## src/hdl/vqr_pkg.sv

```systemverilog
`timescale 1ns / 1ps
// ----------------------------------------------------------------------------
// vqr_pkg: shared types and constants of the 4x4 block frame renderer
// Beat formats, configuration record, command format and sizing constants.
// ----------------------------------------------------------------------------
package vqr_pkg;

  // Codebook index range; a power of two, so an index byte wraps by masking.
  localparam int unsigned CodebookEntries = 256;
  localparam int unsigned MaxDimension    = 4096;
  localparam int unsigned PixelBits       = 32;

  localparam int unsigned CbIdxW     = $clog2(CodebookEntries);
  localparam int unsigned CbAddrW    = 11;
  localparam int unsigned StoreWords = 2048;
  localparam int unsigned SmoothBase = 1024;
  localparam int unsigned DimW       = 13;
  localparam int unsigned BlkCntW    = $clog2(MaxDimension / 4) + 1;
  localparam int unsigned PosW       = 10;
  localparam int unsigned PixPosW    = PosW + 2;
  localparam int unsigned ProdW      = PixPosW + DimW;
  localparam int unsigned PixAddrW   = 24;
  localparam int unsigned WordW      = 32;
  localparam int unsigned FifoDepth  = 4;
  localparam int unsigned FifoPtrW   = $clog2(FifoDepth);

  localparam logic [WordW-1:0] PixMask = WordW'((64'd1 << PixelBits) - 64'd1);

  typedef enum logic [1:0] {
    REG_INTER_MODE   = 2'd0,
    REG_FRAME_WIDTH  = 2'd1,
    REG_FRAME_HEIGHT = 2'd2,
    REG_ROW_STRIDE   = 2'd3
  } reg_idx_e;

  typedef enum logic [1:0] {
    REQ_CB_WRITE    = 2'd0,
    REQ_FRAME_START = 2'd1,
    REQ_STREAM_BYTE = 2'd2
  } req_type_e;

  typedef enum logic [1:0] {
    CMD_CB_WRITE = 2'd0,
    CMD_DETAIL   = 2'd1,
    CMD_SMOOTH   = 2'd2
  } cmd_kind_e;

  typedef struct packed {
    logic [1:0]         req_type;
    logic [CbAddrW-1:0] cb_addr;
    logic [WordW-1:0]   cb_word;
    logic [7:0]         data_byte;
  } vqr_in_t;

  typedef struct packed {
    logic [PixAddrW-1:0] pix_addr;
    logic [WordW-1:0]    pix_value;
    logic                last_write;
  } vqr_out_t;

  typedef struct packed {
    logic            inter_mode;
    logic [DimW-1:0] frame_width;
    logic [DimW-1:0] frame_height;
    logic [DimW-1:0] row_stride;
  } vqr_cfg_t;

  // One unit of work for the back end: a codebook write or one index to draw.
  typedef struct packed {
    cmd_kind_e          kind;
    logic [CbAddrW-1:0] addr;
    logic [WordW-1:0]   word;
    logic [CbIdxW-1:0]  idx;
    logic [1:0]         quad;
    logic [PosW-1:0]    row;
    logic [PosW-1:0]    col;
  } vqr_cmd_t;

  // Blocks along one dimension: clamp to the maximum, drop the low two bits.
  function automatic logic [BlkCntW-1:0] blocks_of(input logic [DimW-1:0] dim);
    logic [DimW-1:0] clamped;
    clamped = (dim > DimW'(MaxDimension)) ? DimW'(MaxDimension) : dim;
    return BlkCntW'(clamped >> 2);
  endfunction

endpackage

```

## src/hdl/vqr_cmd_fifo.sv

```systemverilog
`timescale 1ns / 1ps
// ----------------------------------------------------------------------------
// vqr_cmd_fifo: command queue between parser and renderer
// Small register queue; lets either side stall on its own.
// ----------------------------------------------------------------------------
module vqr_cmd_fifo (
  input  logic              clk_i,
  input  logic              rst_ni,
  input  logic              push_i,
  output logic              ready_o,
  input  vqr_pkg::vqr_cmd_t data_i,
  output logic              valid_o,
  input  logic              pop_i,
  output vqr_pkg::vqr_cmd_t data_o
);
  import vqr_pkg::*;

  vqr_cmd_t            slot_q [FifoDepth];
  logic [FifoPtrW-1:0] wptr_q, rptr_q;
  logic [FifoPtrW:0]   count_q;

  assign ready_o = count_q != (FifoPtrW + 1)'(FifoDepth);
  assign valid_o = count_q != '0;
  assign data_o  = slot_q[rptr_q];

  always_ff @(posedge clk_i) begin
    if (push_i) begin
      slot_q[wptr_q] <= data_i;
    end
  end

  always_ff @(posedge clk_i or negedge rst_ni) begin
    if (!rst_ni) begin
      wptr_q  <= '0;
      rptr_q  <= '0;
      count_q <= '0;
    end else begin
      if (push_i) begin
        wptr_q <= wptr_q + FifoPtrW'(1);
      end
      if (pop_i) begin
        rptr_q <= rptr_q + FifoPtrW'(1);
      end
      count_q <= count_q + (FifoPtrW + 1)'(push_i) - (FifoPtrW + 1)'(pop_i);
    end
  end

  a_pop_nonempty: assert property (@(posedge clk_i) disable iff (!rst_ni)
    pop_i |-> valid_o)
    else $error("command popped from empty queue");

endmodule

```

## config.mk

```make
export PLATFORM = sky130hd
export DESIGN_NAME = vqr_cmd_fifo
export DESIGN_NICKNAME = d
export VERILOG_FILES = /design/src/hdl/vqr_pkg.sv /design/src/hdl/vqr_cmd_fifo.sv
export SDC_FILE = /design/constraint.sdc
export NUM_CORES = 1
export LEC_CHECK = 0
export ABC_AREA = 1
export BUFFER_PORTS_ARGS = -buffer_cell sky130_fd_sc_hd__clkbuf_2
export CAP_MARGIN = 5
export CORE_MARGIN = 1.5
export CORE_UTILIZATION = 58
export CTS_CLUSTER_SIZE = 24
export DETAILED_ROUTE_END_ITERATION = 7
export GPL_ROUTABILITY_DRIVEN = 0
export PLACE_DENSITY = 0.82
export SYNTH_ARGS = -nofsm -noshare
export SYNTH_HDL_FRONTEND = slang
export SYNTH_SLANG_ARGS = --single-unit
```

## constraint.sdc

```tcl
create_clock -name clk_i -period 3 [get_ports clk_i]
set_input_delay 0.15 -clock clk_i [delete_from_list [all_inputs] [get_ports clk_i]]
set_output_delay 0.15 -clock clk_i [all_outputs]
set_load 0.005 [all_outputs]
```

# ---- After elaboration in Yosys (flattened, before gate mapping)
# Memories as Yosys holds them, arrays and structs flattened.
# Index checks and enable logic that the tools add are counted.
dict set report op_classes {
  add_sub_neg 4
  eq_ne 1
  n_mux 2
  n_reduce_logical 1
}
# operator n
set ops {}
lappend ops {{adder 2 x 1 -> 2 bit (second input constant)} 2}
lappend ops {{adder 3 x 1 -> 3 bit} 1}
lappend ops {{!= test 3 bit (second input constant)} 1}
lappend ops {{nonzero test 3 bit} 1}
lappend ops {{subtractor 3 x 1 -> 3 bit} 1}
lappend ops {{two-way mux 1 bit} 2}
dict set report word_totals {
  regBits 7
  ram_bits 300
  inputBits 79
  n_memories 1
}
# memory words width read_ports rd_ports_with_merged_regs write_ports line
set memory_table {}
lappend memory_table {slot_q 4 75 1 0 1 vqr_cmd_fifo.sv:18} ;# vqr_cmd_t slot_q [FifoDepth];

# ---- Logic depth before layout (Yosys ltp)
# Gate-level depths: netlist of run 1.
dict set report logic_depth {
  depth_word 2
  depth_mapped 9
  mapped_depth_nobuf 9
}

# ---- Worst setup path before layout of run 1
# No wires, ideal clock.
dict set report synth_timing {
  path_kind {reg-to-reg}
  startpoint {register wptr_q[0]}
  endpoint {memory slot_q[2][0] in the netlist's numbering, enable pin}
  t_arrival_ns 2.126
  required_time_ns 2.571
  setup_slack_ns 0.445
  path_stages_with_launch 5
  n_path_buf 0
  period_less_slack_ns 2.555
  cell_sequence {dfrtp_1 -> inv_1 -> ha_1 -> nand2_1 -> inv_1}
}
# item line
set synth_lines {}
lappend synth_lines {{from (decl)} vqr_cmd_fifo.sv:19} ;# logic [FifoPtrW-1:0] wptr_q, rptr_q;
lappend synth_lines {{from (signal assigned)} vqr_cmd_fifo.sv:39} ;# wptr_q <= wptr_q + FifoPtrW'(1);
lappend synth_lines {{to (decl)} vqr_cmd_fifo.sv:18}
# No word-level cell before the write port.

==> summary.md, run 1 <==
| Metric | Value |
|---|---|
| Synth top area share | `69.2%` |
| Final HPWL DP | `15100 um` |
| I/O Buffers | `155` |
| Vias in the first global route | `8762` |
| Number of H-tree levels | `1` |
| # clock sinks | `roughly 300` |
| Hold WS | `0.360 ns` |
| DR WL/cell | `15.4 um` |
| Cells after DPL | `1621` |
| Layout cell share with drive strength beyond 1 | `approximately 15%` |
| Slew Limit Fails | `0` |
| Die ar. | `23400 um2` |
| Synth Area in Simple Gates | `17.0%` |
| Top Ports | `156` |
| Clock Pin Slew Worst Setup and Hold Paths | `0.06 ns` |
| Most common cell after layout, fill and taps aside | `nand2_1` |
| First-pass GRT wire length | `42600 um` |
| Mux cell area share after synthesis | `0%` |
| Final period utilization | `79.6%` |
| Largest family of logic cells by synthesized area | `simple AND/OR/NAND/NOR gates` |
| Area grow syn2layout | `21.2%` |
| Initial Util | `around three fifths` |
| Ys flop type | `edfxtp_1` |
| Slew HR | `34.1%` |
| Cts repair resizes | `0` |
| Status | `finished clean` |
| Max Cap Viol | `0` |
| Syn nets | `about 1300` |
| XOR/XNOR share of the synthesized area | `less than 1%` |
| DIE WIDTH | `153 um` |
| CP endpoint kind | `output port` |
| Clock root buffer | `clkbuf_16` |
| Total power | `0.0143 W` |
| Post-route insts no fill | `~1800` |
| Register area share after synthesis | `a little over two thirds` |
| Via density | `4.97` |
| CTS buffer count | `30` |
| Worst setup SP type | `flop` |
| Crit path kind | `reg -> out` |
| CORE AREA | `between 20000 and 25000 um2` |
| Worst Max-Slew Pin Slew | `0.988 ns` |
| LEAKAGE | `7.42 nW` |
| CTS Hold Bufs | `slightly below 80` |
| Rows | `54` |
| Critical path arrival | `approximately 2.2 ns` |
| Unique masters post-synth | `14` |
| RSZ-0062 raised after global routing | `no` |
| Synth Area in Adders | `0.730%` |
| Commonest cells after routing, fill and taps aside | `386 x nand2_1, 309 x inv_1, 300 x edfxtp_1` |
| Largest cells by area after synthesis | `edfxtp_1 69%, nand2_1 11%, inv_1 9.0%` |
| Data required, critical path | `2.85 ns` |
| Setup TNS Final | `0 ns` |
| Min cycle time layout | `between 2 and 2.5 ns` |
| Worst Skew | `0.00972 ns` |
| Clk buf depth | `3` |
| Fmax achieved | `419 MHz` |
| Async S/R FF share, synth | `2.28%` |
| CTS tree | `done` |
| Compound-Gate Fraction of Synth Area | `0.0384%` |
| Setup violators final | `0` |
| Total power per unit cell area | `909 nW/um2` |
| Die height | `153 um` |
| CP max FO | `50` |
| Pin count of the biggest net entering global routing | `153` |
| Peak supply drop | `0.762 mV` |
| Detailed Routing Iterations Pass 1 | `5` |
| Post-layout net count | `between 1500 and 2000` |
| Post-CTS Setup Bufs | `0` |
| Final Hold Fails | `0` |
| Global Route Usage Sum | `22.9%` |
| Mapped cell area | `13000 um2` |
| Clock Latency Late Sink | `0.55 ns` |
| Routed vias | `8730` |
| Worst hold path type | `in -> reg` |
| Yosys top cell by area | `edfxtp_1` |
| Number of DRC markers in iteration 0 | `691` |
| GRT overflow | `0` |
| WL final | `27100 um` |
| Detailed-route DRC error count | `0` |
| Post-DRT Antenna Nets | `0` |
| #FFs+latches synth | `between 300 and 400` |
| YS warnings | `0` |
| Post-synth EDFFs | `300` |
| Initial antenna violation count | `2` |
| Synthesized area per cell | `10.7 um2` |
| Post-synthesis cell count | `approximately 1200` |
## logic make-up after synthesis
group                      count (synthesis)
and+or+nand+nor                          539
adders and majority gates                  7
xor gates and xnor gates                   3
buffers and inverters                    365
DFF                                      307
AOI/OAI and AO/OA                          1
## stage by stage
stage	util, %	setup slack, ns	area, um2
2_1_floorplan	-	0.445	13000
3_3_place_gp	64.1	1.18	14000
3_5_place_dp	64.1	1.17	14000
4_1_cts	72.1	0.595	15800
5_1_grt	72.1	0.485	15800
6_report	72.1	0.611	15800
## path summary, 6_finish.rpt
path	cells past startpoint	to	slack, ns	startpoint
min reg2reg	1	wptr_q[0]$_DFFE_PN0P_	0.55	wptr_q[0]$_DFFE_PN0P_
max	6	data_o[67]	0.61	rptr_q[0]$_DFFE_PN0P_
max reg2reg	4	slot_q[3][40]$_DFFE_PP_	1.18	wptr_q[0]$_DFFE_PN0P_
max in group asynchronous	3	rptr_q[0]$_DFFE_PN0P_	2.16	rst_ni
min in group asynchronous	3	count_q[2]$_DFF_PN0_	0.57	rst_ni
min	2	slot_q[1][58]$_DFFE_PP_	0.36	data_i[58]
## layer usage
| layer | vias to the layer above | global-route usage [%] | wire (um) |
|---|---|---|---|
| met5 | - | 0 | 0 |
| li1 | 4268 | - | - |
| met3 | 63 | 3.60 | 1620 |
| met4 | 0 | 8.01 | 749 |
| met1 | 4099 | 28.0 | 11100 |
| met2 | 300 | 41.2 | 13700 |
## state kept, by name, indices dropped and copies added (netlist names)
register	flops
count_q	3
rptr_q	2
slot_q	300
wptr_q	2
## power by group
part / switching [W] / internal (W)
registers: 0.000203 / 0.00562
logic: 0.00324 / 0.00167
clock network: 0.00153 / 0.00209
total: 0.00497 / 0.00938
## area by class of cell
class,count,area [um2]
inverter,315,1190
fill,1464,6110
clock inverter,18,170
clock buffer,37,777
antenna,2,5.00
timing repair buffer,248,1760
multi-input combinational,550,2340
sequential,307,9190
tap,280,350
## critical path: stages (launching register included)
cell and delay (ns):
dfrtp_4 0.50, inv_4 0.42, buf_4 0.35, nand2_1 0.08
nand3_1 0.09, nand2_1 0.10, clkbuf_2 0.13
## cells in the mapped netlist, types with 2 or more instances
| cell | count |
|---|---|
| inv_2 | 2 |
| inv_1 | 313 |
| buf_4 | 3 |
| dfrtp_1 | 7 |
| edfxtp_1 | 300 |
| nand2_1 | 386 |
| xor2_1 | 3 |
| clkbuf_1 | 11 |
| ha_1 | 6 |
| buf_2 | 25 |
| nand3_1 | 153 |
| buf_6 | 11 |
(Power assumes the default switching activity.)
==> inputs of run 2 (changes only) <==
--- a/config.mk
+++ b/config.mk
@@ -9,11 +9,11 @@
 export BUFFER_PORTS_ARGS = -buffer_cell sky130_fd_sc_hd__clkbuf_2
 export CAP_MARGIN = 5
 export CORE_MARGIN = 1.5
-export CORE_UTILIZATION = 58
+export CORE_UTILIZATION = 53
 export CTS_CLUSTER_SIZE = 24
 export DETAILED_ROUTE_END_ITERATION = 7
 export GPL_ROUTABILITY_DRIVEN = 0
-export PLACE_DENSITY = 0.82
+export PLACE_DENSITY = 0.79
 export SYNTH_ARGS = -nofsm -noshare
 export SYNTH_HDL_FRONTEND = slang
 export SYNTH_SLANG_ARGS = --single-unit
==> constraint.sdc (replaced) <==
create_clock -name clk_i -period 2.13 [get_ports clk_i]
set_input_delay 0.1065 -clock clk_i [delete_from_list [all_inputs] [get_ports clk_i]]
set_output_delay 0.1065 -clock clk_i [all_outputs]
set_load 0.005 [all_outputs]
==> summary.md, run 2 (synthesis results as in run 1) <==
| Metric | Value |
|---|---|
| Status | `finished clean` |
| Post-DRT Antenna Nets | `0` |
| First-pass GRT wire length | `43100 um` |
| Hold path depth | `2` |
| I/O Buffers | `155` |
| Detailed-route DRC error count | `0` |
| CORE AREA | `24200 um2` |
| Top Ports | `around 160` |
| Fmax achieved | `~490 MHz` |
| Global Route Usage Sum | `21.4%` |
| Final period utilization | `a little over nine tenths` |
| GR Util met2 | `39.0%` |
| Die ar. | `around 26000 um2` |
| Initial Util | `53.9%` |
| CP endpoint kind | `output port` |
| Setup TNS Final | `0 ns` |
| Met3 GRT Util | `3.40%` |
| Critical path arrival | `approximately 1.9 ns` |
| Setup slack after layout | `0.0963 ns` |
| Worst Max-Slew Pin Slew | `between 0.5 and 0.6 ns` |
| Top reg by flops | `slot_q` |
| Min cycle time layout | `2.03 ns` |
| Clock Pin Slew Worst Setup and Hold Paths | `0.07 ns` |
| Initial antenna violation count | `2` |
| DIE WIDTH | `around 160 um` |
| Via density | `4.83` |
| Global route hottest layer | `met2` |
| Switching power share of the total | `between 30 and 40%` |
| Clock root buffer | `clkbuf_16` |
| Clock Latency Late Sink | `0.54 ns` |
| Data required, critical path | `2.02 ns` |
| LEAKAGE | `7.45 nW` |
| Worst Skew | `0.0140 ns` |
| Worst hold path type | `in -> reg` |
| Final Hold Fails | `0` |
| Worst setup SP type | `flop` |
| GR Util met1 | `25.3%` |
| Slew HR | `between 60 and 70%` |
| Origin of the worst min-delay path | `data_i[16]` |
| R2R depth | `8` |
| Commonest cells after routing, fill and taps aside | `382 x nand2_1, 308 x inv_1, 300 x edfxtp_1` |
| Placement Setup Slack | `about 0.54 ns` |
| Post-layout net count | `about 1500` |
| Comb power frac | `34.8%` |
| Cells after DPL | `1670` |
| Detailed Routing Iterations Pass 1 | `5` |
| Clk buf depth | `3` |
| Pin count of the biggest net entering global routing | `89` |
| Max FFs per register | `300` |
| GRT overflow | `0` |
| Number of DRC markers in iteration 0 | `a little over 600` |
| CTS tree | `done` |
| Most common cell after layout, fill and taps aside | `nand2_1` |
| CTS buffer count | `31` |
| FF-to-FF Start | `count_q[0]$_DFF_PN0_` |
| Final HPWL DP | `14900 um` |
| Crit path kind | `reg -> out` |
| Rows | `57` |
| Number of H-tree levels | `1` |
| WL final | `around 27000 um` |
| Total power per unit cell area | `1280 nW/um2` |
| CP max FO | `64` |
| Area grow syn2layout | `23.0%` |
| Critical Path Start | `rptr_q[0]$_DFFE_PN0P_` |
| Filler cells | `about 1700` |
| Int Pwr | `0.0135 W` |
| # clock sinks | `307` |
| Net switching power | `0.00706 W` |
| Peak supply drop | `~0.95 mV` |
| Die height | `around 160 um` |
| Setup violators final | `0` |
| Layout cell share with drive strength beyond 1 | `15.9%` |
| Largest registers | `slot_q x300, count_q x3` |
| Reg power frac | `39.9%` |
| DR WL/cell | `15.1 um` |
| Clock share of power | `25.3%` |
| Max Cap Viol | `0` |
| Post-route insts no fill | `roughly 1800` |
| Slew Limit Fails | `0` |
| Routed vias | `8721` |
| Vias in the first global route | `8941` |
[run 2: layer usage]
layer	share of wire (%)	up-vias
li1	-	4272
met1	40	4081
met2	51	294
met3	5.9	72
met4	3.2	2
met5	0.048	-
[run 2: worst max-delay path, stage by stage (launching register included)]
cell and delay (ns):
dfrtp_4 0.47, buf_8 0.34, nand2_1 0.14, nand3_1 0.15
nand2_1 0.09, clkbuf_2 0.13
[run 2: cell type report]
| type | count | area [um2] | share of cell area, % |
|---|---|---|---|
| clock buffers | 42 | 867 | 5.41 |
| repair buffers | 253 | 1870 | 11.7 |
| multi-input cells | 550 | 2360 | 14.7 |
| flip-flops and latches | 307 | 9190 | 57.4 |
| inverters | 315 | 1200 | 7.51 |
| diodes | 1 | 2.50 | 0.0156 |
| clock inverters | 13 | 118 | 0.734 |
| well taps | 324 | 405 | 2.53 |
[run 2: timing repair]
item / 4_1_cts / 5_1_grt
gates resized for setup: 2 / 3
hold endpoints to repair: 312 / 0
setup endpoints to repair: 9 / 25
hold buffers: 79 / 0
buffers inserted: 0 / 0
cloned: 0 / 0
[run 2: power groups by stage]
stage          sequential [W]  clock (W)  combinational (W)
2_1_floorplan         0.00826          0            0.00436
3_3_place_gp          0.00826          0            0.00678
3_5_place_dp          0.00830          0            0.00697
4_1_cts               0.00818    0.00527            0.00717
5_1_grt               0.00828    0.00551            0.00795
6_report              0.00820    0.00520            0.00715
[run 2: path summary, 6_finish.rpt]
check | to | slack, ns
worst max-delay path | data_o[48] | 0.1
worst min-delay path | slot_q[2][16]$_DFFE_PP_ | 0.32
worst max register to register | count_q[2]$_DFF_PN0_ | 0.48
worst min register to register | wptr_q[0]$_DFFE_PN0P_ | 0.55
max in group asynchronous | rptr_q[0]$_DFFE_PN0P_ | 1.22
min in group asynchronous | rptr_q[1]$_DFFE_PN0P_ | 0.59
[run 2: stage by stage]
stage,hold slack [ns],power (W),cell area (um2),utilization (%)
after floorplan,-0.189,0.0126,13100,-
after global placement,-0.0340,0.0150,14200,58.8
after detailed placement,-0.0264,0.0153,14200,58.8
after CTS,0.296,0.0206,16000,66.2
after global routing,0.306,0.0217,16000,66.2
final,0.325,0.0206,16000,66.2
