**config.mk**
```make
export PLATFORM = sky130hd
export DESIGN_NAME = vqr_front
export DESIGN_NICKNAME = d
export VERILOG_FILES = /design/src/hdl/vqr_pkg.sv /design/src/hdl/vqr_front.sv
export SDC_FILE = /design/constraint.sdc
export NUM_CORES = 1
export LEC_CHECK = 0
export BUFFER_PORTS_ARGS = -buffer_cell sky130_fd_sc_hd__buf_2
export CAP_MARGIN = 20
export CORE_UTILIZATION = 25
export CTS_BUF_LIST = sky130_fd_sc_hd__clkbuf_8
export DETAILED_ROUTE_END_ITERATION = 7
export GPL_TIMING_DRIVEN = 0
export PLACE_DENSITY_LB_ADDON = 0.3
export SLEW_MARGIN = 40
export SYNTH_ARGS = -nofsm -noshare
export SYNTH_HDL_FRONTEND = slang
export SYNTH_SLANG_ARGS = --single-unit
```
**constraint.sdc**
```tcl
create_clock -name clk_i -period 4.4 [get_ports clk_i]
set_clock_uncertainty 0.05 [all_clocks]
set_input_delay 1.32 -clock clk_i [delete_from_list [all_inputs] [get_ports clk_i]]
set_output_delay 1.32 -clock clk_i [all_outputs]
set_load 0.02 [all_outputs]
```
**src/hdl/vqr_pkg.sv**
```systemverilog
`timescale 1ns / 1ps
// ----------------------------------------------------------------------------
// vqr_pkg: shared types and constants of the 4x4 block frame renderer
// Beat formats, configuration record, command format and sizing constants.
// ----------------------------------------------------------------------------
package vqr_pkg;

  // Codebook index range; a power of two, so an index byte wraps by masking.
  localparam int unsigned CodebookEntries = 256;
  localparam int unsigned MaxDimension    = 4096;
  localparam int unsigned PixelBits       = 32;

  localparam int unsigned CbIdxW     = $clog2(CodebookEntries);
  localparam int unsigned CbAddrW    = 11;
  localparam int unsigned StoreWords = 2048;
  localparam int unsigned SmoothBase = 1024;
  localparam int unsigned DimW       = 13;
  localparam int unsigned BlkCntW    = $clog2(MaxDimension / 4) + 1;
  localparam int unsigned PosW       = 10;
  localparam int unsigned PixPosW    = PosW + 2;
  localparam int unsigned ProdW      = PixPosW + DimW;
  localparam int unsigned PixAddrW   = 24;
  localparam int unsigned WordW      = 32;
  localparam int unsigned FifoDepth  = 4;
  localparam int unsigned FifoPtrW   = $clog2(FifoDepth);

  localparam logic [WordW-1:0] PixMask = WordW'((64'd1 << PixelBits) - 64'd1);

  typedef enum logic [1:0] {
    REG_INTER_MODE   = 2'd0,
    REG_FRAME_WIDTH  = 2'd1,
    REG_FRAME_HEIGHT = 2'd2,
    REG_ROW_STRIDE   = 2'd3
  } reg_idx_e;

  typedef enum logic [1:0] {
    REQ_CB_WRITE    = 2'd0,
    REQ_FRAME_START = 2'd1,
    REQ_STREAM_BYTE = 2'd2
  } req_type_e;

  typedef enum logic [1:0] {
    CMD_CB_WRITE = 2'd0,
    CMD_DETAIL   = 2'd1,
    CMD_SMOOTH   = 2'd2
  } cmd_kind_e;

  typedef struct packed {
    logic [1:0]         req_type;
    logic [CbAddrW-1:0] cb_addr;
    logic [WordW-1:0]   cb_word;
    logic [7:0]         data_byte;
  } vqr_in_t;

  typedef struct packed {
    logic [PixAddrW-1:0] pix_addr;
    logic [WordW-1:0]    pix_value;
    logic                last_write;
  } vqr_out_t;

  typedef struct packed {
    logic            inter_mode;
    logic [DimW-1:0] frame_width;
    logic [DimW-1:0] frame_height;
    logic [DimW-1:0] row_stride;
  } vqr_cfg_t;

  // One unit of work for the back end: a codebook write or one index to draw.
  typedef struct packed {
    cmd_kind_e          kind;
    logic [CbAddrW-1:0] addr;
    logic [WordW-1:0]   word;
    logic [CbIdxW-1:0]  idx;
    logic [1:0]         quad;
    logic [PosW-1:0]    row;
    logic [PosW-1:0]    col;
  } vqr_cmd_t;

  // Blocks along one dimension: clamp to the maximum, drop the low two bits.
  function automatic logic [BlkCntW-1:0] blocks_of(input logic [DimW-1:0] dim);
    logic [DimW-1:0] clamped;
    clamped = (dim > DimW'(MaxDimension)) ? DimW'(MaxDimension) : dim;
    return BlkCntW'(clamped >> 2);
  endfunction

endpackage

```
**src/hdl/vqr_front.sv**
```systemverilog
`timescale 1ns / 1ps
// ----------------------------------------------------------------------------
// vqr_front: stream parser
// Tracks flag words, block position and parse phase; issues commands.
// ----------------------------------------------------------------------------
module vqr_front (
  input  logic              clk_i,
  input  logic              rst_ni,
  input  vqr_pkg::vqr_cfg_t cfg_i,
  input  logic              in_valid_i,
  output logic              in_ready_o,
  input  vqr_pkg::vqr_in_t  in_data_i,
  output logic              cmd_valid_o,
  input  logic              cmd_ready_i,
  output vqr_pkg::vqr_cmd_t cmd_o
);
  import vqr_pkg::*;

  typedef enum logic [4:0] {
    PH_BLOCK    = 5'b00001,
    PH_CODEFLAG = 5'b00010,
    PH_DETAIL   = 5'b00100,
    PH_SMOOTH   = 5'b01000,
    PH_DONE     = 5'b10000
  } phase_e;

  phase_e            phase_q, phase_d;
  logic [WordW-1:0]  shift_q, shift_d;
  logic [5:0]        left_q, left_d;
  logic [1:0]        seen_q, seen_d;
  logic [1:0]        quad_q, quad_d;
  logic [PosW-1:0]   col_q, col_d;
  logic [PosW-1:0]   row_q, row_d;
  logic              settle_q, settle_d;

  logic [BlkCntW-1:0] blk_w, blk_h, col_inc, row_inc;
  logic               outside, nb_wrap, nb_done, flag_bit, accept;
  logic [PosW-1:0]    nb_col, nb_row;

  assign blk_w   = blocks_of(cfg_i.frame_width);
  assign blk_h   = blocks_of(cfg_i.frame_height);
  assign outside = (BlkCntW'(col_q) >= blk_w) || (BlkCntW'(row_q) >= blk_h);

  // Position after the current block.
  assign col_inc = BlkCntW'(col_q) + BlkCntW'(1);
  assign row_inc = BlkCntW'(row_q) + BlkCntW'(1);
  assign nb_wrap = col_inc >= blk_w;
  assign nb_done = nb_wrap && (row_inc >= blk_h);
  assign nb_col  = nb_wrap ? '0 : col_q + PosW'(1);
  assign nb_row  = (nb_wrap && !nb_done) ? row_q + PosW'(1) : row_q;

  assign flag_bit   = shift_q[WordW-1];
  // Hold input while flags resolve, one flag per cycle, or while the queue is full.
  assign in_ready_o = !settle_q && cmd_ready_i;
  assign accept     = in_valid_i && in_ready_o;

  always_comb begin
    phase_d  = phase_q;
    shift_d  = shift_q;
    left_d   = left_q;
    seen_d   = seen_q;
    quad_d   = quad_q;
    col_d    = col_q;
    row_d    = row_q;
    settle_d = settle_q;

    cmd_valid_o = 1'b0;
    cmd_o.kind  = CMD_CB_WRITE;
    cmd_o.addr  = in_data_i.cb_addr;
    cmd_o.word  = in_data_i.cb_word;
    cmd_o.idx   = in_data_i.data_byte[CbIdxW-1:0];
    cmd_o.quad  = quad_q;
    cmd_o.row   = row_q;
    cmd_o.col   = col_q;

    if (settle_q) begin
      unique case (phase_q)
        PH_BLOCK: begin
          if (outside) begin
            phase_d  = PH_DONE;
            settle_d = 1'b0;
          end else if (left_q == '0) begin
            settle_d = 1'b0;
          end else begin
            shift_d = shift_q << 1;
            left_d  = left_q - 6'd1;
            if (cfg_i.inter_mode) begin
              if (flag_bit) begin
                phase_d = PH_CODEFLAG;
              end else begin
                // Skipped block: advance and keep resolving.
                col_d   = nb_col;
                row_d   = nb_row;
                phase_d = nb_done ? PH_DONE : PH_BLOCK;
              end
            end else begin
              phase_d  = flag_bit ? PH_DETAIL : PH_SMOOTH;
              quad_d   = '0;
              settle_d = 1'b0;
            end
          end
        end
        PH_CODEFLAG: begin
          if (left_q != '0) begin
            shift_d = shift_q << 1;
            left_d  = left_q - 6'd1;
            phase_d = flag_bit ? PH_DETAIL : PH_SMOOTH;
            quad_d  = '0;
          end
          settle_d = 1'b0;
        end
        default: settle_d = 1'b0;
      endcase
    end else if (accept) begin
      unique case (in_data_i.req_type)
        REQ_CB_WRITE: begin
          cmd_valid_o = 1'b1;
          cmd_o.kind  = CMD_CB_WRITE;
        end
        REQ_FRAME_START: begin
          phase_d  = PH_BLOCK;
          shift_d  = '0;
          left_d   = '0;
          seen_d   = '0;
          quad_d   = '0;
          col_d    = '0;
          row_d    = '0;
          settle_d = 1'b1;
        end
        REQ_STREAM_BYTE: begin
          if (phase_q != PH_DONE && outside) begin
            phase_d = PH_DONE;
          end else begin
            unique case (phase_q) inside
              PH_BLOCK, PH_CODEFLAG: begin
                shift_d = {shift_q[WordW-9:0], in_data_i.data_byte};
                seen_d  = seen_q + 2'd1;
                if (seen_q == 2'd3) begin
                  left_d = 6'd32;
                end
                settle_d = 1'b1;
              end
              PH_DETAIL: begin
                cmd_valid_o = 1'b1;
                cmd_o.kind  = CMD_DETAIL;
                quad_d      = quad_q + 2'd1;
                if (quad_q == 2'd3) begin
                  col_d    = nb_col;
                  row_d    = nb_row;
                  phase_d  = nb_done ? PH_DONE : PH_BLOCK;
                  settle_d = 1'b1;
                end
              end
              PH_SMOOTH: begin
                cmd_valid_o = 1'b1;
                cmd_o.kind  = CMD_SMOOTH;
                quad_d      = '0;
                col_d       = nb_col;
                row_d       = nb_row;
                phase_d     = nb_done ? PH_DONE : PH_BLOCK;
                settle_d    = 1'b1;
              end
              default: ;
            endcase
          end
        end
        default: ;
      endcase
    end
  end

  always_ff @(posedge clk_i or negedge rst_ni) begin
    if (!rst_ni) begin
      phase_q  <= PH_BLOCK;
      shift_q  <= '0;
      left_q   <= '0;
      seen_q   <= '0;
      quad_q   <= '0;
      col_q    <= '0;
      row_q    <= '0;
      settle_q <= 1'b0;
    end else begin
      phase_q  <= phase_d;
      shift_q  <= shift_d;
      left_q   <= left_d;
      seen_q   <= seen_d;
      quad_q   <= quad_d;
      col_q    <= col_d;
      row_q    <= row_d;
      settle_q <= settle_d;
    end
  end

  a_left_bound: assert property (@(posedge clk_i) disable iff (!rst_ni)
    left_q <= 6'd32)
    else $error("flag count above one word");

  a_done_stops_settle: assert property (@(posedge clk_i) disable iff (!rst_ni)
    settle_q && phase_q == PH_DONE |=> !settle_q)
    else $error("flag resolution kept running after frame end");

  a_quad_in_detail: assert property (@(posedge clk_i) disable iff (!rst_ni)
    quad_q != 2'd0 |-> (phase_q == PH_DETAIL || phase_q == PH_DONE))
    else $error("quadrant count left over outside detail phase");

endmodule

```
### After elaboration in Yosys (flattened, before gate mapping)

Cells that the tools add are included.

* register bits: 68
* input bits: 97

* add/subtract/negate cells: 7
* magnitude comparators: 6
* equality and inequality tests: 29
* multiplexer cells: 92
* bitwise gates (word level): 1
* reductions and logical operators: 23

Operator list (count)
* 32-bit 2-to-1 mux: 7
* 10-bit 2-to-1 mux: 20
* 32-bit case mux with 2 select lines: 2
* 10-bit case mux with 2 select lines: 4
* 5-bit 2-to-1 mux: 10
* 6-bit 2-to-1 mux: 8
* 5-bit case mux with 2 select lines: 3
* 13-bit greater-than comparator, second input constant: 2
* 13-bit 2-to-1 mux: 2
* 2-bit 2-to-1 mux: 13
* 6-bit case mux with 2 select lines: 2
* 10-bit by 1-bit adder with 11-bit output, second input constant: 2
* 10-bit by 11-bit greater-or-equal comparator with 1-bit output: 2
* 11-bit greater-or-equal comparator: 2
* 10-bit by 1-bit adder with 10-bit output, second input constant: 2
* 2-bit case mux with 2 select lines: 5
* 3-bit inequality test, second input constant: 6
* 9-bit AND reduction: 2
* 5-bit inequality test, second input constant: 3
* 1-bit 2-to-1 mux: 12
* 4-bit inequality test, second input constant: 3
* 2-bit inequality test, second input constant: 5
* 10-bit AND reduction: 1
* 8-bit AND reduction: 1
* 26 further kinds: 39

### Logic depth before layout (Yosys ltp)

Gate-level depths: netlist of run 1.

* word-level depth: 13
* depth in mapped cells: 15

### Worst setup path after synthesis of run 1

Ideal clock, no wire load.

* path kind: input to output
* start: input port cfg_i[38] (netlist bit)
* end: output port cmd_o[73] (netlist bit)
* arrival: 3.614 ns
* data required time: 3.030 ns
* setup slack: -0.584 ns
* cell stages on the path: 10
* path buffers: 1
* path through: clkinv_1 > nand2_1 > ha_1 > a21oi_2 > a21oi_2 > nor4_4 > and3_1 > buf_2 > o21ai_0 > nor4_1

RTL lines
* start: declaration: RTL line vqr_front.sv:9 `input vqr_pkg::vqr_cfg_t cfg_i,`
* end: declaration: RTL line vqr_front.sv:15 `output vqr_pkg::vqr_cmd_t cmd_o`

==> metrics, run 1 <==
DP HPWL 10200 um; Hold Path Class reg2reg; Worst Setup Start Kind input pin; status finished with violations; post-synthesis mux area share 1.67%; Post-Synth Adder-Cell Area 12.1%; total gr overflow 0; total CTS buffers 9; Die Wd 146 um; filler cell count 2139; Worst Setup End Kind output pin; Power Dens Cells 356 nW/um^2; Pint 0.00148 W; period utilization 106%; setup violators final 3; Crit path arrival time 3300 ps; Comb pwr share 36.9%; Total Die Area 21300 um^2; RSZ-0062 raised after global routing yes; synthesized flop and latch total 68; ys async rst share 100%; P&R area growth vs syn 32.5%; CP max FO 6; xor and xnor area share after synthesis 2.87%; vias in the first global route 4597; Initial Utilization 25.5%; Final Wtd Congestion 0.843; Via density 4.70; Synth cell types 64; Min Clock Period, post-route 4670 ps; largest net degree at the start of global routing 51; yosys warns 0; violated checks negative setup slack; post-route ant nets 0; switching share of total power 39.4%; Non-Filler Instances 1014; compound-gate portion of the synthesized area 21.1%; Final Hold Vio Count 0; IO Pins 174; Top delay family on crit path simple AND/OR/NAND/NOR gates; DRC viols 0; ys flop type dfrtp_1; hold bufs inserted after CTS 0; number of synthesized flops with an enable pin 0; kind of critical path in2out; Root Buffer clkbuf_8; Clock Latency Late Sink 360 ps; simple logic cell fraction of the synthesized area 18.7%; GRT Resource Usage Total 13.3%; Clock Tree Buf Depth 2; CP max-delay cell nor4_4; Leak 3.12 nW; CTS tree done; row count 52; critical path cell sequence buf_12 -> clkinv_8 -> buf_12 -> nand2_4 -> ha_4 -> nand3_2 -> a21oi_2 -> nor4_4 -> and3_1 -> buf_6 -> o21ai_4 -> buf_4 -> nor4_4 -> buf_4; Slew HR 56.6%; total power draw 0.00244 W; post-synthesis cell count 601; fin worst setup slack -267 ps; sequential share of power 42.7%; Sink Count 68; CP max stage delay 310 ps; Syn Std Cell Area 5180 um^2; Slew Viols, Final 0; WP data required 3030 ps; via count 4763; first-pass GRT wire length 23100 um; Max VDD drop 0.145 mV; clock-pin slew on the worst setup and hold paths 70 ps; Hold Startpoint left_q[1]$_DFFE_PN0P_; placed cell areas 6180 um^2; wire per inst 13.6 um; fmax 0.214 GHz; Bufs and invs on worst path 6; floorplan die height 146 um; Final Core Density 33.8%; register area share after synthesis 32.9%; DR pass1 iterations 5; Tightest Pin Transition 651 ps; core area 20300 um^2; port buffer count 113; Detailed Route Iter0 Violations 301; Ant. Diodes 0; setup TNS -656 ps; critical path startpoint cfg_i[38]; fin area 6870 um^2; share of cells above drive strength 1 36.2%; Switch Pwr 0.000962 W; antenna violations before repair 0; H-tree depth 3; synthesized area per cell 8.62 um^2; syn_nets 748; number of max-cap violations 0; placed insts 985; final wirelength 13800 um; clock share of power 20.4%; largest family of logic cells by synthesized area compound AO/OA/AOI/OAI gates; final net count 886; r2r startpoint col_q[0]$_DFFE_PN0P_
placed cells by master (no fill, tap or decap), types with 6 or more instances in the layout:
cell and count:
ha_1 35, nand2_2 8, xnor2_1 12, nand3_1 19, buf_2 114, ha_4 15, buf_4 64, nor2_1 52
or3_1 12, nand2b_1 10, a21oi_1 51, a22oi_1 31, o31ai_1 6, inv_1 20, clkbuf_8 9, nand4_1 6
nor2b_1 6, nand2_1 33, dfrtp_1 67, o21ai_1 14, clkbuf_1 11, nand2_4 9, o21ai_0 21
timing repair:
| action | 4_1_cts | 5_1_grt |
|---|---|---|
| gates resized for setup | 67 | 9 |
| pin swaps | 26 | 8 |
| cloned | 1 | 0 |
| setup buffers | 11 | 1 |
| setup endpoints to repair | 3 | 3 |
synthesized netlist by cell type (6+ instances only):
| cell | n | area share, % |
|---|---|---|
| xnor2_1 | 12 | 2.0 |
| buf_4 | 51 | 7.4 |
| nor2b_1 | 7 | 0.84 |
| nand3_1 | 21 | 2.0 |
| or3_1 | 12 | 1.4 |
| clkbuf_1 | 11 | 0.80 |
| o21ai_1 | 14 | 1.4 |
| inv_1 | 18 | 1.3 |
| a21oi_1 | 54 | 5.2 |
| dfrtp_1 | 67 | 32 |
| o31ai_1 | 6 | 0.87 |
| nand4_1 | 6 | 0.72 |
| a22oi_1 | 31 | 4.5 |
| nor2_1 | 53 | 3.8 |
| nand2b_1 | 10 | 1.2 |
| nand2_1 | 50 | 3.6 |
| o21ai_0 | 22 | 2.1 |
| buf_2 | 8 | 0.77 |
| ha_1 | 50 | 12 |
stage by stage:
step,hold WS (ps),worst slack [ps]
floorplan,414,3.81
global placement,449,-681
detailed placement,443,-690
CTS,463,-313
global route,498,-364
finish,459,-267
metal layers:
metal | wire [um] | vias up | share of wire (%) | GRT usage, %
met5 | 0 | - | 0 | 0
met4 | 139 | 0 | 1.0 | 4.06
met3 | 445 | 9 | 3.2 | 2.16
met2 | 6820 | 96 | 49 | 22.5
met1 | 6390 | 2251 | 46 | 17.4
li1 | - | 2407 | - | -
final timing paths:
| path | to | slack, ps | cells after the start |
|---|---|---|---|
| max reg2reg | row_q[7]$_DFFE_PN0P_ | 690 | 14 |
| max | cmd_o[73] | -270 | 14 |
| min reg2reg | left_q[1]$_DFFE_PN0P_ | 460 | 2 |
| min in group asynchronous | shift_q[1]$_DFFE_PN0P_ | 740 | 1 |
| max in group asynchronous | phase_q[0]$_DFFE_PN1P_ | 2990 | 2 |
| min | left_q[1]$_DFFE_PN0P_ | 460 | 2 |
worst register-to-register path, cell delays in order (launching register included):
cell	delay, ps
dfrtp_1	530
ha_1	290
and3_1	210
nand3_1	220
xnor2_1	200
ha_1	340
nand4_1	100
and3_1	180
o21ai_0	140
a21o_1	240
or4b_1	450
buf_2	180
buf_2	200
o21ai_1	160
a21oi_1	90
area by class of cell:
cell class | count | area, um^2 | area share, %
Sequential cell | 68 | 1700 | 24.8
Inverter | 20 | 100 | 1.46
Clock inverter | 7 | 60.1 | 0.874
Multi-Input combinational cell | 439 | 3310 | 48.2
Clock buffer | 9 | 124 | 1.80
Timing Repair Buffer | 126 | 738 | 10.7
Tap cell | 270 | 338 | 4.92
Timing Repair inverter | 1 | 8.76 | 0.128
Buffer | 74 | 485 | 7.07
state kept, by name, indices dropped and copies added, names as in the netlist:
register and cells:
col_q 10, left_q 6, phase_q 5, quad_q 2, row_q 10, seen_q 2, settle_q 1, shift_q 32
logic make-up after synthesis:
group                      after synthesis
AOI/OAI and AO/OA                      172
buffers and inverters                   94
adders and majority gates               50
and+or+nand+nor                        192
xor gates and xnor gates                17
DFF                                     68
muxes                                    8
power groups by stage:
| stage | Combinational [W] | Clock (W) | Sequential (W) |
|---|---|---|---|
| after global placement | 0.000832 | 0 | 0.00105 |
| after detailed placement | 0.000850 | 0 | 0.00105 |
| after global routing | 0.00102 | 0.000551 | 0.00108 |
| final | 0.000900 | 0.000499 | 0.00104 |
| after CTS | 0.000895 | 0.000522 | 0.00104 |
| after floorplan | 0.000622 | 0 | 0.00100 |
Power figures use the tool's default switching activity.
==> inputs of run 2 (changes only) <==
--- a/config.mk
+++ b/config.mk
@@ -11,6 +11,7 @@
 export CTS_BUF_LIST = sky130_fd_sc_hd__clkbuf_8
 export DETAILED_ROUTE_END_ITERATION = 7
 export GPL_TIMING_DRIVEN = 0
+export MAX_ROUTING_LAYER = met4
 export PLACE_DENSITY_LB_ADDON = 0.3
 export SLEW_MARGIN = 40
 export SYNTH_ARGS = -nofsm -noshare
==> metrics, run 2 (synthesis results as in run 1) <==
setup violators final 3 (unchanged); total CTS buffers 9 (unchanged); top flop regs shift_q: 32 flops, col_q: 10 flops, row_q: 10 flops (unchanged); Power Dens Cells 358 nW/um^2 (was 356 nW/um^2); max FFs per register 32 (unchanged); final wirelength 13700 um (was 13800 um); row count 52 (unchanged); DP HPWL 10200 um (unchanged); CP max FO 6 (unchanged); Hold Startpoint left_q[1]$_DFFE_PN0P_ (unchanged); CTS tree done (unchanged); Total Die Area 21300 um^2 (unchanged); Clock Latency Late Sink 360 ps (about the same); kind of critical path in2out (unchanged); share of cells above drive strength 1 35.5% (was 36.2%); Detailed Route Iter0 Violations 303 (was 301); RSZ-0062 raised after global routing yes (unchanged); final net count 886 (unchanged); clock-pin slew on the worst setup and hold paths 70 ps (about the same); CP max stage delay 310 ps (about the same); antenna violations before repair 0 (unchanged); Tightest Pin Transition 646 ps (was 651 ps); Leak 3.11 nW (was 3.12 nW); Ant. Diodes 0 (unchanged); P&R area growth vs syn 31.6% (was 32.5%); number of max-cap violations 0 (unchanged); Crit path arrival time 3300 ps (about the same); commonest cells after routing, fill and taps aside buf_2 (114), dfrtp_1 (67), buf_4 (64) (unchanged); Register Area 1700 um^2 (unchanged); Final Wtd Congestion 0.857 (was 0.843); total gr overflow 0 (unchanged); Register-to-Register Path Depth 14 (unchanged); core area 20300 um^2 (unchanged); r2r startpoint row_q[2]$_DFFE_PN0P_ (was col_q[0]$_DFFE_PN0P_); Sink Count 68 (unchanged); critical path cell sequence buf_12 -> clkinv_8 -> nand2_1 -> ha_1 -> nand4_1 -> nor3_2 -> nor4_4 -> and3_1 -> buf_6 -> o21ai_4 -> nor2_4 -> o21ba_4 -> buf_6 (was buf_12 -> clkinv_8 -> buf_12 -> nand2_4 -> ha_4 -> nand3_2 -> a21oi_2 -> nor4_4 -> and3_1 -> buf_6 -> o21ai_4 -> buf_4 -> nor4_4 -> buf_4); Min Clock Period, post-route 4670 ps (about the same); Multi-input gate area 3270 um^2 (was 3310 um^2); most common cell after layout, fill and taps aside buf_2 (unchanged); flop-to-flop setup slack 710 ps (was 690 ps); Hold Path Class reg2reg (unchanged); fin area 6820 um^2 (was 6870 um^2); placed cell areas 6180 um^2 (unchanged); post-route ant nets 0 (unchanged); vias in the first global route 4590 (was 4597); DRC viols 0 (unchanged); Worst Setup Start Kind input pin (unchanged); Die Wd 146 um (unchanged); largest net degree at the start of global routing 51 (unchanged); Initial Utilization 25.5% (unchanged); floorplan die height 146 um (unchanged); r2r endpoint row_q[7]$_DFFE_PN0P_ (unchanged); period utilization 106% (about the same); Max VDD drop 0.145 mV (about the same); port buffer count 113 (unchanged); Worst Hold Slack 463 ps (was 459 ps); wire per inst 13.5 um (was 13.6 um); fmax 0.214 GHz (about the same); H-tree depth 3 (unchanged); Reg with most FFs shift_q (unchanged); violated checks negative setup slack (unchanged); Final Hold Vio Count 0 (unchanged); Slew HR 56.9% (was 56.6%); Final Core Density 33.6% (was 33.8%); Clock Tree Buf Depth 2 (unchanged); fin worst setup slack -273 ps (was -267 ps); WP data required 3030 ps (about the same); GRT Resource Usage Total 13.8% (was 13.3%); DR pass1 iterations 4 (was 5); IO Pins 174 (unchanged); filler cell count 2148 (was 2139); Worst Setup End Kind output pin (unchanged); status finished with violations (unchanged); Via density 4.69 (was 4.70); Hold Path Stages 2 (unchanged); CP max-delay cell nor3_2 (was nor4_4); most frequent cell on the critical path buf_6; Root Buffer clkbuf_8 (unchanged); Slew Viols, Final 0 (unchanged); sink of the worst hold path left_q[1]$_DFFE_PN0P_ (unchanged); first-pass GRT wire length 23100 um (about the same); via count 4752 (was 4763)
## run 2: how the worst max path moves through the flow
stage          startpoint     endpoint  slack (ps)  cells past startpoint
6_report        cfg_i[38]  cmd_valid_o        -270                     13
3_5_place_dp    cfg_i[25]  cmd_valid_o        -690                     13
3_3_place_gp    cfg_i[25]  cmd_valid_o        -680                     13
2_1_floorplan   cfg_i[38]  cmd_valid_o           4                     11
4_1_cts         cfg_i[38]    cmd_o[74]        -310                     13
5_1_grt         cfg_i[38]    cmd_o[73]        -380                     14
## run 2: through the flow
| step | TNS, ps | setup WS, ps | instances | total power (W) |
|---|---|---|---|---|
| 2_1_floorplan | 0 | 3.81 | 601 | 0.00162 |
| 3_3_place_gp | -1860 | -681 | 984 | 0.00188 |
| 3_5_place_dp | -1870 | -690 | 985 | 0.00190 |
| 4_1_cts | -928 | -313 | 1013 | 0.00246 |
| 5_1_grt | -1000 | -377 | 1014 | 0.00264 |
| 6_report | -672 | -273 | 1014 | 0.00244 |
## run 2: per-layer routing
metal | vias to the layer above | wire length, um | GRT usage (%)
met5 | - | 0 | -
met4 | 0 | 147 | 4.06
met3 | 11 | 498 | 2.16
met2 | 99 | 6760 | 22.5
met1 | 2237 | 6330 | 17.5
li1 | 2405 | - | -
## run 2: cell type report
class	count	share of cell area (%)
Clock buffer	9	1.82
Tap cell	270	4.95
Clock inverter	7	0.881
Inverter	20	1.47
Multi-Input combinational cell	439	47.9
Sequential cell	68	25.0
Timing Repair Buffer	126	10.8
Buffer	74	7.12
Timing Repair inverter	1	0.128
## run 2: repair_timing
item / CTS / global route
buffers inserted: 11 / 1
endpoints found under the setup margin: 3 / 3
hold buffers: 0 / 0
pin swaps: 26 / 6
gates resized for setup: 67 / 3
gates cloned: 1 / 0
## run 2: worst max-delay path: cells and delay by family
kind | cells | cell delay, ps
compound gates | 2 | 420
buf+inv | 4 | 420
simple gates | 6 | 860
fa+ha+maj | 1 | 290
## run 2: power breakdown
part | switching (W) | internal [W]
Combinational | 0.000504 | 0.000391
Sequential | 0.000212 | 0.000831
Clock | 0.000246 | 0.000254
Total | 0.000962 | 0.00148
==> inputs of run 3 (changes only) <==
--- a/config.mk
+++ b/config.mk
@@ -7,7 +7,7 @@
 export LEC_CHECK = 0
 export BUFFER_PORTS_ARGS = -buffer_cell sky130_fd_sc_hd__buf_2
 export CAP_MARGIN = 20
-export CORE_UTILIZATION = 25
+export CORE_UTILIZATION = 48
 export CTS_BUF_LIST = sky130_fd_sc_hd__clkbuf_8
 export DETAILED_ROUTE_END_ITERATION = 7
 export GPL_TIMING_DRIVEN = 0
==> metrics, run 3 (synthesis results as in run 1) <==
top flop regs shift_q: 32 flops, col_q: 10 flops, row_q: 10 flops (unchanged); share of cells above drive strength 1 35.5% (unchanged); core area 10400 um^2 (was 20300 um^2); Slew Viols, Final 0 (unchanged); P&R area growth vs syn 29.6% (was 31.6%); port buffer count 113 (unchanged); largest net degree at the start of global routing 53 (was 51); first-pass GRT wire length 22300 um (was 23100 um); fin worst setup slack -126 ps (was -273 ps); DR pass1 iterations 5 (was 4); floorplan die height 106 um (was 146 um); antenna violations before repair 0 (unchanged); filler cell count 897 (was 2148); Final Wtd Congestion 0.944 (was 0.857); fin area 6720 um^2 (was 6820 um^2); number of max-cap violations 0 (unchanged); Final Core Density 64.5% (was 33.6%); critical path cell sequence buf_8 -> clkinv_8 -> nand2_4 -> ha_4 -> nand4_1 -> buf_4 -> a21oi_2 -> o21bai_2 -> and3_4 -> o21ai_4 -> nor2_2 -> o21ba_4 -> buf_6 (was buf_12 -> clkinv_8 -> nand2_1 -> ha_1 -> nand4_1 -> nor3_2 -> nor4_4 -> and3_1 -> buf_6 -> o21ai_4 -> nor2_4 -> o21ba_4 -> buf_6); Worst Setup Start Kind input pin (unchanged); GRT Resource Usage Total 25.2% (was 13.8%); Bufs and invs on worst path 4 (unchanged); period utilization 103% (was 106%); DP HPWL 9840 um (was 10200 um); post-route ant nets 0 (unchanged); clock-pin slew on the worst setup and hold paths 70 ps (about the same); violated checks negative setup slack (unchanged); H-tree depth 3 (unchanged); Top delay family on crit path compound AO/OA/AOI/OAI gates (was simple AND/OR/NAND/NOR gates); status finished with violations (unchanged); Pint 0.00150 W (was 0.00148 W); Switch Pwr 0.000966 W (was 0.000962 W); vias in the first global route 4754 (was 4590); IO Pins 174 (unchanged); Clock Latency Late Sink 340 ps (was 360 ps); commonest cells after routing, fill and taps aside buf_2 (114), dfrtp_1 (67), buf_4 (64) (unchanged); Total Die Area 11200 um^2 (was 21300 um^2); switching share of total power 39.1% (was 39.4%); Clock Tree Buf Depth 2 (unchanged); Max VDD drop 0.240 mV (was 0.145 mV); kind of critical path in2out (unchanged); final net count 886 (unchanged); CP max-delay cell ha_4 (was nor3_2); Non-Filler Instances 880 (was 1014); Min Clock Period, post-route 4530 ps (was 4670 ps); CP max stage delay 270 ps (was 310 ps); Die Wd 106 um (was 146 um); Sink Count 68 (unchanged); sequential share of power 42.0% (was 42.8%); placed insts 851 (was 985); Reg with most FFs shift_q (unchanged); max FFs per register 32 (unchanged); fmax 0.221 GHz (was 0.214 GHz); Crit path arrival time 3160 ps (was 3300 ps); wire per inst 15.4 um (was 13.5 um); hold bufs inserted after CTS 0 (unchanged); Slew HR 59.2% (was 56.9%); DRC viols 0 (unchanged); RSZ-0062 raised after global routing yes (unchanged); Tightest Pin Transition 611 ps (was 646 ps); Comb pwr share 37.1% (was 36.7%); Worst Setup End Kind output pin (unchanged); Leak 3.11 nW (about the same); Via density 5.64 (was 4.69); setup violators final 3 (unchanged); WP data required 3030 ps (about the same); Initial Utilization 49.8% (was 25.5%); total gr overflow 0 (unchanged); clock share of power 20.9% (was 20.5%); Root Buffer clkbuf_8 (unchanged); via count 4962 (was 4752); most common cell after layout, fill and taps aside buf_2 (unchanged); CTS tree done (unchanged); CP max FO 5 (was 6); row count 37 (was 52); final wirelength 13600 um (was 13700 um); Final Hold Vio Count 0 (unchanged); Ant. Diodes 0 (unchanged); Power Dens Cells 367 nW/um^2 (was 358 nW/um^2); Detailed Route Iter0 Violations 315 (was 303); Hold Path Class reg2reg (unchanged); total CTS buffers 9 (unchanged); placed cell areas 6010 um^2 (was 6180 um^2)
==> run 3: cell types whose count changed in the layout (fill, tap and decap cells not counted), sizes merged <==
| cell | previous run | this run |
|---|---|---|
| buf | 189 | 188 |
| clkbuf | 20 | 21 |
| inv | 20 | 18 |
| clkinvlp | 1 | 2 |
| clkinv | 6 | 7 |
==> run 3: power by group through the flow <==
| stage | clock, W | combinational, W | sequential (W) |
|---|---|---|---|
| after global routing | 0.000559 | 0.00103 | 0.00106 |
| after CTS | 0.000531 | 0.000899 | 0.00103 |
| after detailed placement | 0 | 0.000852 | 0.00104 |
| after floorplan | 0 | 0.000622 | 0.00100 |
| after global placement | 0 | 0.000809 | 0.00103 |
| final | 0.000515 | 0.000916 | 0.00104 |
==> run 3: metrics by stage <==
| step | power [W] | worst slack (ps) | TNS, ps | hold slack (ps) |
|---|---|---|---|---|
| detailed placement | 0.00189 | -568 | -1520 | 457 |
| global route | 0.00265 | -235 | -625 | 484 |
| finish | 0.00247 | -126 | -370 | 458 |
| floorplan | 0.00162 | 3.81 | 0 | 414 |
| global placement | 0.00184 | -495 | -1290 | 435 |
| CTS | 0.00246 | -190 | -471 | 465 |
==> run 3: path summary, 6_finish.rpt <==
path | start | endpoint | slack [ps] | cells past startpoint
min in group asynchronous | rst_ni | row_q[6]$_DFFE_PN0P_ | 760 | 1
hold reg to reg | quad_q[0]$_DFFE_PN0P_ | quad_q[0]$_DFFE_PN0P_ | 460 | 1
setup reg to reg | col_q[0]$_DFFE_PN0P_ | row_q[3]$_DFFE_PN0P_ | 630 | 13
hold / removal | quad_q[0]$_DFFE_PN0P_ | quad_q[0]$_DFFE_PN0P_ | 460 | 1
setup / recovery | cfg_i[38] | cmd_valid_o | -130 | 13
max in group asynchronous | rst_ni | phase_q[0]$_DFFE_PN1P_ | 3010 | 2
==> run 3: layout make-up <==
class | count | area [um^2] | share of cell area, %
tap | 136 | 170 | 2.53
buffer | 73 | 474 | 7.06
clock buffer | 10 | 138 | 2.05
clock inverter | 6 | 63.8 | 0.950
timing repair buffer | 126 | 738 | 11.0
timing repair inverter | 2 | 17.5 | 0.261
inverter | 20 | 100 | 1.49
multi-input combinational | 439 | 3310 | 49.3
sequential | 68 | 1700 | 25.3
==> run 3: repair_timing <==
item                       4_1_cts  5_1_grt
pin swaps                       23       11
setup endpoints to repair        3        3
resized for setup               60       11
buffers inserted                10        2
gates cloned                     2        0
==> run 3: per-layer routing <==
metal	GRT usage [%]	part of all wire, %
met5	-	0
met4	6.05	1.4
met3	3.92	4.8
met2	42.2	50
met1	32.2	44
